### src/rtl/core/hps_pkg.sv
`default_nettype none
// ---------------------------------------------------------------------------
// hps_pkg: shared types and constants for the heading PID steering block
// Fixed-point widths, register indexes, command codes and sequencer states.
// ---------------------------------------------------------------------------
package hps_pkg;

	localparam int FRAC_BITS  = 6;
	localparam int HEAD_W     = 15;
	localparam int ERR_W      = 18;
	localparam int GAIN_W     = 16;
	localparam int DB_W       = 11;
	localparam int POSE_W     = 4;
	localparam int CMD_W      = 4;
	localparam int SPEED_W    = 5;
	localparam int OUT_W      = 32;
	localparam int DIVIDEND_W = GAIN_W + 8;
	localparam int DIVISOR_W  = GAIN_W;
	localparam int COEF_W     = DIVIDEND_W + 2;
	localparam int MUL_A_W    = COEF_W + 1;
	localparam int PROD_W     = MUL_A_W + ERR_W;
	localparam int ACC_W      = PROD_W + 2;
	localparam int CFG_IDX_W  = 3;

	localparam logic signed [HEAD_W-1:0] TARG_WRAP_LIM = HEAD_W'(-(175 <<< FRAC_BITS));
	localparam logic signed [HEAD_W-1:0] MEAS_WRAP_LIM = HEAD_W'(120 << FRAC_BITS);
	localparam logic signed [HEAD_W+1:0] WRAP_SPAN     = (HEAD_W + 2)'(360 << FRAC_BITS);
	localparam logic signed [ERR_W-1:0]  TURN_LIM      = ERR_W'(3 << FRAC_BITS);

	localparam logic [SPEED_W-1:0] SPEED_MIN   = SPEED_W'(5);
	localparam logic [SPEED_W-1:0] SPEED_MAX   = SPEED_W'(20);
	localparam logic [SPEED_W-1:0] SPEED_TURN  = SPEED_W'(10);
	localparam logic [SPEED_W-1:0] SPEED_SIDE  = SPEED_W'(8);

	localparam logic [CFG_IDX_W-1:0] REG_GAIN_P   = 3'd0;
	localparam logic [CFG_IDX_W-1:0] REG_GAIN_I   = 3'd1;
	localparam logic [CFG_IDX_W-1:0] REG_GAIN_D   = 3'd2;
	localparam logic [CFG_IDX_W-1:0] REG_PERIOD   = 3'd3;
	localparam logic [CFG_IDX_W-1:0] REG_DEADBAND = 3'd4;

	localparam logic [GAIN_W-1:0] GAIN_P_RST   = 16'd2560;
	localparam logic [GAIN_W-1:0] GAIN_I_RST   = 16'd0;
	localparam logic [GAIN_W-1:0] GAIN_D_RST   = 16'd51200;
	localparam logic [GAIN_W-1:0] PERIOD_RST   = 16'd256;
	localparam logic [DB_W-1:0]   DEADBAND_RST = 11'd192;

	localparam logic [POSE_W-1:0] POSE_STOP  = 4'd0;
	localparam logic [POSE_W-1:0] POSE_FWD   = 4'd1;
	localparam logic [POSE_W-1:0] POSE_BACK  = 4'd2;
	localparam logic [POSE_W-1:0] POSE_LEFT  = 4'd4;
	localparam logic [POSE_W-1:0] POSE_RIGHT = 4'd8;

	localparam logic [CMD_W-1:0] CMD_NONE   = 4'd0;
	localparam logic [CMD_W-1:0] CMD_STOP   = 4'd1;
	localparam logic [CMD_W-1:0] CMD_FWD    = 4'd2;
	localparam logic [CMD_W-1:0] CMD_BACK   = 4'd3;
	localparam logic [CMD_W-1:0] CMD_LEFT   = 4'd4;
	localparam logic [CMD_W-1:0] CMD_RIGHT  = 4'd5;
	localparam logic [CMD_W-1:0] CMD_TURNL  = 4'd6;
	localparam logic [CMD_W-1:0] CMD_TURNR  = 4'd7;
	localparam logic [CMD_W-1:0] CMD_FWDL   = 4'd8;
	localparam logic [CMD_W-1:0] CMD_FWDR   = 4'd9;
	localparam logic [CMD_W-1:0] CMD_BACKL  = 4'd10;
	localparam logic [CMD_W-1:0] CMD_BACKR  = 4'd11;
	localparam logic [CMD_W-1:0] CMD_LEFTL  = 4'd12;
	localparam logic [CMD_W-1:0] CMD_LEFTR  = 4'd13;
	localparam logic [CMD_W-1:0] CMD_RIGHTL = 4'd14;
	localparam logic [CMD_W-1:0] CMD_RIGHTR = 4'd15;

	typedef enum logic [3:0] {
		S_IDLE,
		S_EVAL,
		S_DIV,
		S_COEF,
		S_M0,
		S_M1,
		S_M2,
		S_SUM,
		S_UPD,
		S_STEER,
		S_DONE
	} state_t;

endpackage
`default_nettype wire

### src/rtl/core/hps_divider.sv
`default_nettype none
// ---------------------------------------------------------------------------
// hps_divider: unsigned restoring divider
// One quotient bit per cycle; done pulses when the quotient is final.
// ---------------------------------------------------------------------------
module hps_divider #(
	parameter int DIVIDEND_W = hps_pkg::DIVIDEND_W,
	parameter int DIVISOR_W  = hps_pkg::DIVISOR_W
) (
	input  wire logic                  clk,
	input  wire logic                  arst_n,
	input  wire logic                  start,
	input  wire logic [DIVIDEND_W-1:0] dividend,
	input  wire logic [DIVISOR_W-1:0]  divisor,
	output logic                       done,
	output logic [DIVIDEND_W-1:0]      quotient
);

	localparam int CNT_W = $clog2(DIVIDEND_W);
	localparam logic [CNT_W-1:0] CNT_LAST = CNT_W'(DIVIDEND_W - 1);

	logic                  busy_q;
	logic                  done_q;
	logic [CNT_W-1:0]      cnt_q;
	logic [DIVISOR_W-1:0]  rem_q;
	logic [DIVISOR_W-1:0]  dvs_q;
	logic [DIVIDEND_W-1:0] quo_q;

	logic [DIVISOR_W:0]    rem_sh;
	logic [DIVISOR_W+1:0]  diff;

	assign rem_sh = {rem_q, quo_q[DIVIDEND_W-1]};
	assign diff   = {1'b0, rem_sh} - {2'b00, dvs_q};

	always_ff @(posedge clk or negedge arst_n) begin
		if (!arst_n) begin
			busy_q <= 1'b0;
			done_q <= 1'b0;
			cnt_q  <= '0;
		end else begin
			done_q <= 1'b0;
			if (start) begin
				busy_q <= 1'b1;
				cnt_q  <= '0;
			end else if (busy_q) begin
				cnt_q <= cnt_q + 1'b1;
				if (cnt_q == CNT_LAST) begin
					busy_q <= 1'b0;
					done_q <= 1'b1;
				end
			end
		end
	end

	always_ff @(posedge clk) begin
		if (start) begin
			rem_q <= '0;
			quo_q <= dividend;
			dvs_q <= divisor;
		end else if (busy_q) begin
			if (!diff[DIVISOR_W+1]) begin
				rem_q <= diff[DIVISOR_W-1:0];
				quo_q <= {quo_q[DIVIDEND_W-2:0], 1'b1};
			end else begin
				rem_q <= rem_sh[DIVISOR_W-1:0];
				quo_q <= {quo_q[DIVIDEND_W-2:0], 1'b0};
			end
		end
	end

	assign done     = done_q;
	assign quotient = quo_q;

endmodule
`default_nettype wire

### src/rtl/core/heading_pid_steering.sv
`default_nettype none
// ---------------------------------------------------------------------------
// heading_pid_steering: heading-hold steering with an incremental PID
// Sequence: inside the deadband a beat goes from S_EVAL straight to S_DONE; a PID
//   step first runs the serial divider and the four passes of the one shared
//   27x18 multiplier.
// Only one beat is in flight at a time; the next beat is taken while a result waits.
// Reset: registers to their reset values, PID output and previous errors to zero.
// ---------------------------------------------------------------------------
module heading_pid_steering (
	input  wire logic                              clk,
	input  wire logic                              arst_n,
	input  wire logic                              cfg_we,
	input  wire logic [hps_pkg::CFG_IDX_W-1:0]     cfg_index,
	input  wire logic [hps_pkg::GAIN_W-1:0]        cfg_data,
	input  wire logic                              in_valid,
	output logic                                   in_ready,
	input  wire logic signed [hps_pkg::HEAD_W-1:0] measured_heading,
	input  wire logic signed [hps_pkg::HEAD_W-1:0] target_heading,
	input  wire logic [hps_pkg::POSE_W-1:0]        pose,
	output logic                                   out_valid,
	input  wire logic                              out_ready,
	output logic [hps_pkg::CMD_W-1:0]              command,
	output logic [hps_pkg::SPEED_W-1:0]            speed,
	output logic                                   corrected
);

	localparam int HW = hps_pkg::HEAD_W;
	localparam int EW = hps_pkg::ERR_W;
	localparam int CW = hps_pkg::COEF_W;
	localparam int AW = hps_pkg::MUL_A_W;
	localparam int PW = hps_pkg::PROD_W;
	localparam int QW = hps_pkg::ACC_W;
	localparam int OW = hps_pkg::OUT_W;
	localparam int GW = hps_pkg::GAIN_W;
	localparam int DW = hps_pkg::DIVIDEND_W;
	localparam int SW = hps_pkg::SPEED_W;
	localparam int CMW = hps_pkg::CMD_W;
	localparam int SUM_W = QW - 8 + 1;

	hps_pkg::state_t state_q, state_d;

	logic [GW-1:0]              gain_p_q, gain_i_q, gain_d_q, period_q;
	logic [hps_pkg::DB_W-1:0]   deadband_q;

	logic signed [HW-1:0]       meas_q, targ_q;
	logic [hps_pkg::POSE_W-1:0] pose_q;

	logic signed [EW-1:0] e_q, ep_q, ep2_q;
	logic signed [OW-1:0] last_q;
	logic [CW-1:0]        a0_q, a1_q;
	logic signed [PW-1:0] prod_q;
	logic signed [QW-1:0] acc_q;

	logic [CMW-1:0] res_cmd_q;
	logic [SW-1:0]  res_speed_q;
	logic           res_corr_q;

	logic           out_valid_q;
	logic [CMW-1:0] command_q;
	logic [SW-1:0]  speed_q;
	logic           corrected_q;

	// control
	logic in_band;
	logic div_start;
	logic div_done;
	logic out_free;
	logic [DW-1:0] a2;

	// datapath
	logic signed [HW:0]   raw;
	logic [HW:0]          abs_raw;
	logic signed [HW+1:0] meas_x;
	logic signed [EW-1:0] e_new;
	logic [GW-1:0]        period_eff;
	logic signed [AW-1:0] mul_a;
	logic signed [EW-1:0] mul_b;
	logic signed [PW-1:0] prod;
	logic signed [SUM_W-1:0] out_sum;
	logic signed [OW-1:0] out_sat;
	logic [OW-1:0]        mag;
	logic [OW-1:0]        mag_sh;
	logic [SW-1:0]        s_base;
	logic signed [EW-1:0] db_s;
	logic [CMW-1:0]       plain_cmd;
	logic [CMW-1:0]       steer_cmd;
	logic [SW-1:0]        steer_speed;

	assign period_eff = (period_q == '0) ? GW'(1) : period_q;

	hps_divider #(
		.DIVIDEND_W(hps_pkg::DIVIDEND_W),
		.DIVISOR_W (hps_pkg::DIVISOR_W)
	) u_div (
		.clk     (clk),
		.arst_n  (arst_n),
		.start   (div_start),
		.dividend({gain_d_q, 8'h00}),
		.divisor (period_eff),
		.done    (div_done),
		.quotient(a2)
	);

	// deadband test and heading unwrap
	assign raw     = (HW + 1)'(meas_q) - (HW + 1)'(targ_q);
	assign abs_raw = raw[HW] ? $unsigned(-raw) : $unsigned(raw);
	assign in_band = abs_raw < (HW + 1)'(deadband_q);

	always_comb begin
		if (targ_q < hps_pkg::TARG_WRAP_LIM && meas_q > hps_pkg::MEAS_WRAP_LIM) begin
			meas_x = (HW + 2)'(meas_q) - hps_pkg::WRAP_SPAN;
		end else begin
			meas_x = (HW + 2)'(meas_q);
		end
		e_new = EW'(meas_x) - EW'(targ_q);
	end

	always_comb begin
		case (pose_q)
			hps_pkg::POSE_STOP:  plain_cmd = hps_pkg::CMD_STOP;
			hps_pkg::POSE_FWD:   plain_cmd = hps_pkg::CMD_FWD;
			hps_pkg::POSE_BACK:  plain_cmd = hps_pkg::CMD_BACK;
			hps_pkg::POSE_LEFT:  plain_cmd = hps_pkg::CMD_LEFT;
			hps_pkg::POSE_RIGHT: plain_cmd = hps_pkg::CMD_RIGHT;
			default:             plain_cmd = hps_pkg::CMD_NONE;
		endcase
	end

	// shared multiplier
	always_comb begin
		case (state_q)
			hps_pkg::S_EVAL: begin
				mul_a = AW'(gain_i_q);
				mul_b = EW'(period_eff);
			end
			hps_pkg::S_M0: begin
				mul_a = AW'(a0_q);
				mul_b = e_q;
			end
			hps_pkg::S_M1: begin
				mul_a = AW'(a1_q);
				mul_b = ep_q;
			end
			hps_pkg::S_M2: begin
				mul_a = AW'(a2);
				mul_b = ep2_q;
			end
			default: begin
				mul_a = '0;
				mul_b = '0;
			end
		endcase
	end

	assign prod = PW'(mul_a) * PW'(mul_b);

	// output update with saturation
	assign out_sum = SUM_W'(last_q) + SUM_W'($signed(acc_q[QW-1:8]));

	always_comb begin
		if (out_sum > SUM_W'(signed'({1'b0, {(OW-1){1'b1}}}))) begin
			out_sat = {1'b0, {(OW-1){1'b1}}};
		end else if (out_sum < SUM_W'(signed'({1'b1, {(OW-1){1'b0}}}))) begin
			out_sat = {1'b1, {(OW-1){1'b0}}};
		end else begin
			out_sat = out_sum[OW-1:0];
		end
	end

	// steering
	assign mag    = last_q[OW-1] ? (OW'(0) - $unsigned(last_q)) : $unsigned(last_q);
	assign mag_sh = mag >> hps_pkg::FRAC_BITS;
	assign db_s   = $signed(EW'(deadband_q));

	always_comb begin
		if (mag_sh < OW'(hps_pkg::SPEED_MIN)) begin
			s_base = hps_pkg::SPEED_MIN;
		end else if (mag_sh > OW'(hps_pkg::SPEED_MAX)) begin
			s_base = hps_pkg::SPEED_MAX;
		end else begin
			s_base = mag_sh[SW-1:0];
		end
	end

	always_comb begin
		steer_cmd   = hps_pkg::CMD_NONE;
		steer_speed = '0;
		case (pose_q)
			hps_pkg::POSE_STOP: begin
				if (e_q > hps_pkg::TURN_LIM) begin
					steer_cmd   = hps_pkg::CMD_TURNR;
					steer_speed = s_base + hps_pkg::SPEED_TURN;
				end else if (e_q < -hps_pkg::TURN_LIM) begin
					steer_cmd   = hps_pkg::CMD_TURNL;
					steer_speed = s_base + hps_pkg::SPEED_TURN;
				end
			end
			hps_pkg::POSE_FWD: begin
				if (e_q > db_s) begin
					steer_cmd   = hps_pkg::CMD_FWDR;
					steer_speed = s_base;
				end else if (e_q < -db_s) begin
					steer_cmd   = hps_pkg::CMD_FWDL;
					steer_speed = s_base;
				end
			end
			hps_pkg::POSE_BACK: begin
				if (e_q > db_s) begin
					steer_cmd   = hps_pkg::CMD_BACKL;
					steer_speed = s_base;
				end else if (e_q < -db_s) begin
					steer_cmd   = hps_pkg::CMD_BACKR;
					steer_speed = s_base;
				end
			end
			hps_pkg::POSE_LEFT: begin
				if (e_q > db_s) begin
					steer_cmd   = hps_pkg::CMD_LEFTL;
					steer_speed = s_base;
				end else if (e_q < -db_s) begin
					steer_cmd   = hps_pkg::CMD_LEFTR;
					steer_speed = s_base + hps_pkg::SPEED_SIDE;
				end
			end
			hps_pkg::POSE_RIGHT: begin
				if (e_q > db_s) begin
					steer_cmd   = hps_pkg::CMD_RIGHTL;
					steer_speed = s_base + hps_pkg::SPEED_SIDE;
				end else if (e_q < -db_s) begin
					steer_cmd   = hps_pkg::CMD_RIGHTR;
					steer_speed = s_base;
				end
			end
			default: begin
				steer_cmd   = hps_pkg::CMD_NONE;
				steer_speed = '0;
			end
		endcase
	end

	// sequencer
	assign out_free = !out_valid_q || out_ready;

	always_comb begin
		state_d = state_q;
		case (state_q)
			hps_pkg::S_IDLE:  if (in_valid) state_d = hps_pkg::S_EVAL;
			hps_pkg::S_EVAL:  state_d = in_band ? hps_pkg::S_DONE : hps_pkg::S_DIV;
			hps_pkg::S_DIV:   if (div_done) state_d = hps_pkg::S_COEF;
			hps_pkg::S_COEF:  state_d = hps_pkg::S_M0;
			hps_pkg::S_M0:    state_d = hps_pkg::S_M1;
			hps_pkg::S_M1:    state_d = hps_pkg::S_M2;
			hps_pkg::S_M2:    state_d = hps_pkg::S_SUM;
			hps_pkg::S_SUM:   state_d = hps_pkg::S_UPD;
			hps_pkg::S_UPD:   state_d = hps_pkg::S_STEER;
			hps_pkg::S_STEER: state_d = hps_pkg::S_DONE;
			hps_pkg::S_DONE:  if (out_free) state_d = hps_pkg::S_IDLE;
			default:          state_d = hps_pkg::S_IDLE;
		endcase
	end

	always_comb begin
		in_ready  = (state_q == hps_pkg::S_IDLE);
		div_start = (state_q == hps_pkg::S_EVAL) && !in_band;
	end

	always_ff @(posedge clk or negedge arst_n) begin
		if (!arst_n) begin
			state_q <= hps_pkg::S_IDLE;
		end else begin
			state_q <= state_d;
		end
	end

	// configuration
	always_ff @(posedge clk or negedge arst_n) begin
		if (!arst_n) begin
			gain_p_q   <= hps_pkg::GAIN_P_RST;
			gain_i_q   <= hps_pkg::GAIN_I_RST;
			gain_d_q   <= hps_pkg::GAIN_D_RST;
			period_q   <= hps_pkg::PERIOD_RST;
			deadband_q <= hps_pkg::DEADBAND_RST;
		end else if (cfg_we) begin
			case (cfg_index)
				hps_pkg::REG_GAIN_P:   gain_p_q   <= cfg_data;
				hps_pkg::REG_GAIN_I:   gain_i_q   <= cfg_data;
				hps_pkg::REG_GAIN_D:   gain_d_q   <= cfg_data;
				hps_pkg::REG_PERIOD:   period_q   <= cfg_data;
				hps_pkg::REG_DEADBAND: deadband_q <= cfg_data[hps_pkg::DB_W-1:0];
				default: ;
			endcase
		end
	end

	// PID state
	always_ff @(posedge clk or negedge arst_n) begin
		if (!arst_n) begin
			last_q <= '0;
			ep_q   <= '0;
			ep2_q  <= '0;
		end else if (state_q == hps_pkg::S_UPD) begin
			last_q <= out_sat;
			ep_q   <= e_q;
			ep2_q  <= ep_q;
		end
	end

	// datapath registers
	always_ff @(posedge clk) begin
		if (in_valid && in_ready) begin
			meas_q <= measured_heading;
			targ_q <= target_heading;
			pose_q <= pose;
		end
		case (state_q)
			hps_pkg::S_EVAL: begin
				e_q         <= e_new;
				prod_q      <= prod;
				res_cmd_q   <= plain_cmd;
				res_speed_q <= '0;
				res_corr_q  <= 1'b0;
			end
			hps_pkg::S_COEF: begin
				a0_q <= CW'(gain_p_q) + CW'(prod_q[DW+7:8]) + CW'(a2);
				a1_q <= CW'(gain_p_q) + CW'({a2, 1'b0});
			end
			hps_pkg::S_M0: prod_q <= prod;
			hps_pkg::S_M1: begin
				acc_q  <= QW'(prod_q);
				prod_q <= prod;
			end
			hps_pkg::S_M2: begin
				acc_q  <= acc_q - QW'(prod_q);
				prod_q <= prod;
			end
			hps_pkg::S_SUM: acc_q <= acc_q + QW'(prod_q);
			hps_pkg::S_STEER: begin
				res_cmd_q   <= steer_cmd;
				res_speed_q <= steer_speed;
				res_corr_q  <= 1'b1;
			end
			default: ;
		endcase
	end

	// output register
	always_ff @(posedge clk or negedge arst_n) begin
		if (!arst_n) begin
			out_valid_q <= 1'b0;
		end else if (state_q == hps_pkg::S_DONE && out_free) begin
			out_valid_q <= 1'b1;
		end else if (out_ready) begin
			out_valid_q <= 1'b0;
		end
	end

	always_ff @(posedge clk) begin
		if (state_q == hps_pkg::S_DONE && out_free) begin
			command_q   <= res_cmd_q;
			speed_q     <= res_speed_q;
			corrected_q <= res_corr_q;
		end
	end

	assign out_valid = out_valid_q;
	assign command   = command_q;
	assign speed     = speed_q;
	assign corrected = corrected_q;

endmodule
`default_nettype wire
### config.mk
export PLATFORM = sky130hd
export DESIGN_NAME = heading_pid_steering
export DESIGN_NICKNAME = d
export VERILOG_FILES = /design/src/rtl/core/hps_pkg.sv /design/src/rtl/core/hps_divider.sv /design/src/rtl/core/heading_pid_steering.sv
export SDC_FILE = /design/constraint.sdc
export NUM_CORES = 2
export LEC_CHECK = 0
export BUFFER_PORTS_ARGS = -buffer_cell sky130_fd_sc_hd__buf_2
export CAP_MARGIN = 10
export CORE_ASPECT_RATIO = 1.2
export CORE_UTILIZATION = 59
export CTS_CLUSTER_DIAMETER = 100
export DETAILED_ROUTE_END_ITERATION = 6
export GPL_TIMING_DRIVEN = 0
export PLACE_DENSITY = 0.78
export SLEW_MARGIN = 20
export SYNTH_ARGS = -nofsm -noshare
export SYNTH_HDL_FRONTEND = slang
export SYNTH_SLANG_ARGS = --single-unit
### constraint.sdc
create_clock -name clk -period 7.8 [get_ports clk]
set_input_delay 1.56 -clock clk [delete_from_list [all_inputs] [get_ports clk]]
set_output_delay 1.56 -clock clk [all_outputs]
set_load 0.02 [all_outputs]
# Word level (Yosys, flattened, before mapping)
# Index checks and enable logic that the tools add are counted.
# totals
reg_bits	427
in_bits	58
output_inout_bits	12
elab_cells	157
# classes
add_sub_neg	16
n_mul	1
order_cmp	11
eq_ne	22
n_mux	53
reduce_logical	23
# ops
op	count
$pmux 47 s3	1
$pmux 26 s4	1
$mux 32	3
$pmux 18 s4	1
$mux 5	11
$mux 16	3
$mux 24	2
$mux 4	12
$add 47x45->47	1
$sub 47x45->47	1
$mul 27x18->45	1
$pmux 4 s11	1
$add 32x39->40	1
$gt 40x32->1 const B	1
$lt 40x32->1 const B	1
$sub 1x32->32 const A	1
$add 16x25->26	1
$add 25x24->26	1
$gt 26x5->1 const B	1
$lt 26x3->1 const B	1
$add 16x24->25	1
$eq 4x3->1 const B	5
$pmux 4 s5	1
$pmux 5 s4	1
other kinds (43)	72

# Depth between registers and ports, before layout
# depth
ltp_word	10
ltp_mapped	34
depth_no_buf	30

# Modules after synthesis
# A second synthesis with hierarchy kept.
# hier_totals
hier_cells	4692
hier_area_um2	43686.9
# modules_own_cells
mod	instances	cells_each	area_per_inst_um2	seq_area_each_um2
heading_pid_steering	1	4384	40243.6	10199.8
hps_divider	1	308	3443.3	1696.6

# Worst setup path after synthesis
# Ideal clock, no wire load.
# synth_path
kind	register to register
start	register state_q[1]
end	register prod_q[42] (data pin)
setup_ps	262
arrival_time_ps	8205
path_slack_ps	-668
stages_incl_launch_ff	31
path_buffers	2
synth_period_minus_slack_ps	8468
path_cell_list	dfrtp_1 -> inv_1 -> nand2_1 -> nor3_1 -> clkbuf_1 -> a22oi_1 -> nand2_1 -> clkbuf_1 -> nand2_1 -> fa_1 -> inv_1 -> fa_1 -> inv_1 -> fa_1 -> inv_1 -> fa_1 -> fa_1 -> inv_1 -> fa_1 -> inv_1 -> ha_1 -> or3_1 -> o211ai_1 -> o31ai_1 -> a311oi_1 -> o221ai_1 -> o21a_1 -> a41oi_1 -> nor2b_1 -> a21oi_1 -> xor2_1
# synth_via
elab_chain_len	3
# synth_rtl
item	line	source
start: declaration	heading_pid_steering.sv:41	hps_pkg::state_t state_q, state_d;
start signal: assignment	heading_pid_steering.sv:270	state_q <= hps_pkg::S_IDLE;
start signal: assignment	heading_pid_steering.sv:272	state_q <= state_d;
$eq 4x3->1 / $eq 4x1->1 (equally long branches)	heading_pid_steering.sv:132	case (state_q)
$pmux 26 s4 / $pmux 18 s4 (equally long branches)	heading_pid_steering.sv:132	
$mul 27x18->45 *	heading_pid_steering.sv:156	assign prod = PW'(mul_a) * PW'(mul_b);
via prod[42]	heading_pid_steering.sv:79	logic signed [PW-1:0] prod;
end signal: assignment	heading_pid_steering.sv:319	prod_q <= prod;
end signal: assignment	heading_pid_steering.sv:328	hps_pkg::S_M0: prod_q <= prod;
end signal: assignment	heading_pid_steering.sv:331	prod_q <= prod;
end: declaration	heading_pid_steering.sv:52	logic signed [PW-1:0] prod_q;
# Mark *: on every way through the listed nets, which the timed path passes. The rest lies on a longest branch.
# A chain may end at the register's enable or synchronous reset.

# Worst setup path after layout
# layout_path
start	register state_q[2]
end	register prod_q[42] (data pin)
# Same word-level chain as after synthesis.

==> results.tsv <==
stage	metric	value	unit
timing	unrepaired setup endpoints after global routing	yes	
layout	Final Cell Area	48820	µm²
flow_run	max_cap viols	0	
timing	Worst-Margin Slew	1.162	ns
global_routing	GRT Residual Overflow	0	
synthesis	Synth Area in Simple Gates	0.1553	
synthesis	Post-Synth XOR/XNOR Area	0.05213	
hold_path	Min-Delay Path Class	reg2reg	
global_routing	gr usage total	0.3685	
global_routing	vias in the first global route	36560	
timing	post-route setup slack	-0.2533	ns
clock_network	H-tree depth	2	
setup_path	r2r worst-path depth	30	
clock_network	clk sinks	427	
setup_path	CP top delay family	adder cells	
timing	setup TNS	-0.8155	ns
drt	Vias	36260	
drt	Routed Antenna Nets	0	
setup_path	slowest CP cell	fa_1	
setup_path	crit path capture type	flop	
synthesis	Synth Instances	4699	
setup_path	crit path DAT	8.45	ns
global_routing	largest net degree at the start of global routing	103	
drt	DRT iter0 DRCs	3578	
synthesis	top_reg_cell synth	edfxtp_1	
synthesis	mux contribution to synthesized area	0.02278	
floorplanning	core area	71360	µm²
setup_path	FF-to-FF End	prod_q[42]	
clock_network	CTS clk-pin slew, worst paths	0.07	ns
drt	wire per inst	22.86	µm
timing	Setup Skew	0.03368	ns
clock_network	CTS tree	yes	
global_routing	first-pass GRT wire length	205500	µm
clock_network	CTS root buf	clkbuf_16	
timing	Final Critical Period	8.053	ns
layout	share of layout cells above drive strength 1	0.1306	
clock_network	hold_buf cts	0	
placed_design	placed cell area	44650	µm²
timing	final hold violations	0	
synthesis	compound-gate portion of the synthesized area	0.1284	
synthesis	mean post-synth cell area	9.117	µm²
synthesis	Post-synth EDFFs	248	
placed_design	Placer Congestion	1.035	
drt	Initial DRT Pass Iterations	7	
synthesis	post-synthesis async set-or-reset flop share	0.3630	
clock_network	clock latency on the worst-skew pair	0.62	ns
synthesis	Synth Net Count	5525	
synthesis	Synth Area in Adders	0.2955	
layout	most frequent cells in the layout	inv_1 (589), nand2_1 (582), nor2_1 (438)	
floorplanning	Die Y	297.2	µm
status	status	finished with violations	
setup_path	CP required	8.19	ns
floorplanning	Initial Util	0.6004	
timing	Peak Freq	124.2	MHz
setup_path	R2R setup slack	-0.25	ns
setup_path	worst-path maximum fanout	6	
setup_path	end of the critical path	prod_q[42]	
floorplanning	Die ar.	73700	µm²
setup_path	CP Launch Type	flop	
floorplanning	die width	248.0	µm
clock_network	Inserted Clock Buffers	46	
layout	nets	5751	
placed_design	Port Buf Inserts	69	
timing	Final period util	1.032	
setup_path	worst path bufs/invs	8	
synthesis	Synth Cell Area	42840	µm²
synthesis	largest family of logic cells by synthesized area	adder cells	
synthesis	register area share after synthesis	0.2758	
setup_path	crit-path most repeated cell	fa_1	
drt	drt drc	0	
drt	vias per std cell	6.154	
setup_path	Reg-to-Reg Start	state_q[2]	
timing	Slew HR	0.2196	
timing	endpoints failing setup	5	
setup_path	critical path depth in cells	30	
synthesis	post-synthesis register bit count	427	
drt	Total Wirelength	134700	µm
timing	Final Max Tran Viols	0	
placed_design	Post-DP HPWL	102400	µm
setup_path	Crit Path Class	reg2reg	
layout	fin util	0.6841	
synthesis	Synth cell types	93	
global_routing	initial antenna violation count	5	
status	failing checks	setup timing	
clock_network	Clock Tree Buf Depth	3	
setup_path	worst setup path start	state_q[2]	
layout	synthesis-to-finish area growth	13.95	%
floorplanning	# rows	107	
setup_path	max incr delay on CP	0.54	ns
layout	most common cell after layout, fill and taps aside	inv_1	
floorplanning	num ports	70	
synthesis	yosys warns	0	
[Yosys cell counts (7+ instances only)]
cell type / count / area share
a21oi_1: 221 / 0.026
nor3_1: 79 / 0.0092
o21a_1: 28 / 0.0049
mux2i_1: 39 / 0.0091
a221oi_1: 8 / 0.0016
inv_1: 611 / 0.054
o21ai_1: 9 / 0.0011
mux2_2: 51 / 0.013
a21boi_0: 11 / 0.0019
nand3b_1: 9 / 0.0016
dfstp_2: 8 / 0.0049
nor3b_1: 10 / 0.0018
or2_2: 27 / 0.0039
nand2_1: 613 / 0.054
ha_1: 362 / 0.11
and2_1: 45 / 0.0066
o21bai_1: 24 / 0.0042
a22oi_1: 68 / 0.012
and3_1: 22 / 0.0032
a211oi_1: 36 / 0.0063
nand4_1: 33 / 0.0048
fa_1: 406 / 0.19
a22o_1: 7 / 0.0014
nand2b_1: 33 / 0.0048
nand3_1: 47 / 0.0055
a31oi_1: 30 / 0.0044
xnor2_1: 159 / 0.033
nor2b_1: 37 / 0.0054
o31ai_1: 29 / 0.0051
edfxtp_1: 248 / 0.17
or4_1: 10 / 0.0018
or3_1: 23 / 0.0034
nor4_1: 22 / 0.0032
o21ai_0: 223 / 0.026
o211ai_1: 21 / 0.0037
nor2_1: 451 / 0.040
clkbuf_1: 179 / 0.016
xor2_1: 96 / 0.020
dfxtp_1: 24 / 0.011
o41ai_1: 8 / 0.0016
a21o_1: 68 / 0.012
a311oi_1: 8 / 0.0016
dfrtp_1: 147 / 0.086
[worst register-to-register path, delay by kind of cell, from the launching register on]
family          cells  cell delay [ns]
compound gates      9             2.09
xor+xnor            1             0.27
fa+ha+maj           7             3.32
buf+inv             8             0.91
flops               1             0.43
simple gates        5             0.80
[registers in the layout, summed over array words and instances, names as in the netlist, 18 cells and up]
signal / flops
a0_q: 26
ep_q: 18
acc_q: 47
a1_q: 26
ep2_q: 18
prod_q: 45
last_q: 32
u_div.quotient: 24
e_q: 18
[final cells by class]
cell class,instances,area (µm²)
clock buffer,66,1423
clock inverter,20,235.2
multi-input combinational,3473,29040
fill,5316,22540
tap,926,1159
timing repair buffer,209,1674
inverter,612,2300
antenna,4,10.01
sequential,427,11820
buffer,156,1159
[per-layer routing]
layer	vias to the layer above	global-route usage	part of all wire
met4	8	0.2749	0.089
met1	17530	0.4341	0.36
li1	16220	-	-
met2	1884	0.5793	0.46
met3	623	0.09130	0.096
met5	-	0	0.00044
[per-stage QoR]
stage	hold slack (ns)	cells	setup WS, ns
after floorplan	0.4003	4699	0.03035
after global placement	0.4036	5694	-2.933
after detailed placement	0.4054	5707	-2.607
after CTS	0.4202	5860	-0.006247
after global routing	0.4255	5889	-0.3348
final	0.4198	5893	-0.2533
[cells by family (layout without fill, tap and decap cells)]
kind of cell,after synthesis,count (layout)
buf+inv,799,1063
fa+ha+maj,768,768
other cells,0,4
compound gates,869,869
flops,427,427
simple gates,1490,1490
mux,91,91
xor+xnor,255,255
[how the worst min path moves through the flow]
stage	startpoint	end	slack, ns	cells past startpoint
final	res_speed_q[1]	speed[1]	0.42	0
after global routing	res_speed_q[1]	speed[1]	0.43	0
after CTS	res_speed_q[1]	speed[1]	0.42	0
after detailed placement	res_speed_q[1]	speed[1]	0.41	0
after global placement	res_speed_q[0]	speed[0]	0.40	0
after floorplan	res_cmd_q[0]	command[0]	0.40	0
[repair_timing]
item / in CTS / in global routing
gates cloned: 3 / 0
pin swaps: 70 / 87
gates resized for setup: 311 / 97
setup buffers: 90 / 36
endpoints found under the setup margin: 33 / 14
Power is not shown: default switching activity piles up to over one toggle a cycle in this logic, so the estimate is an artifact.
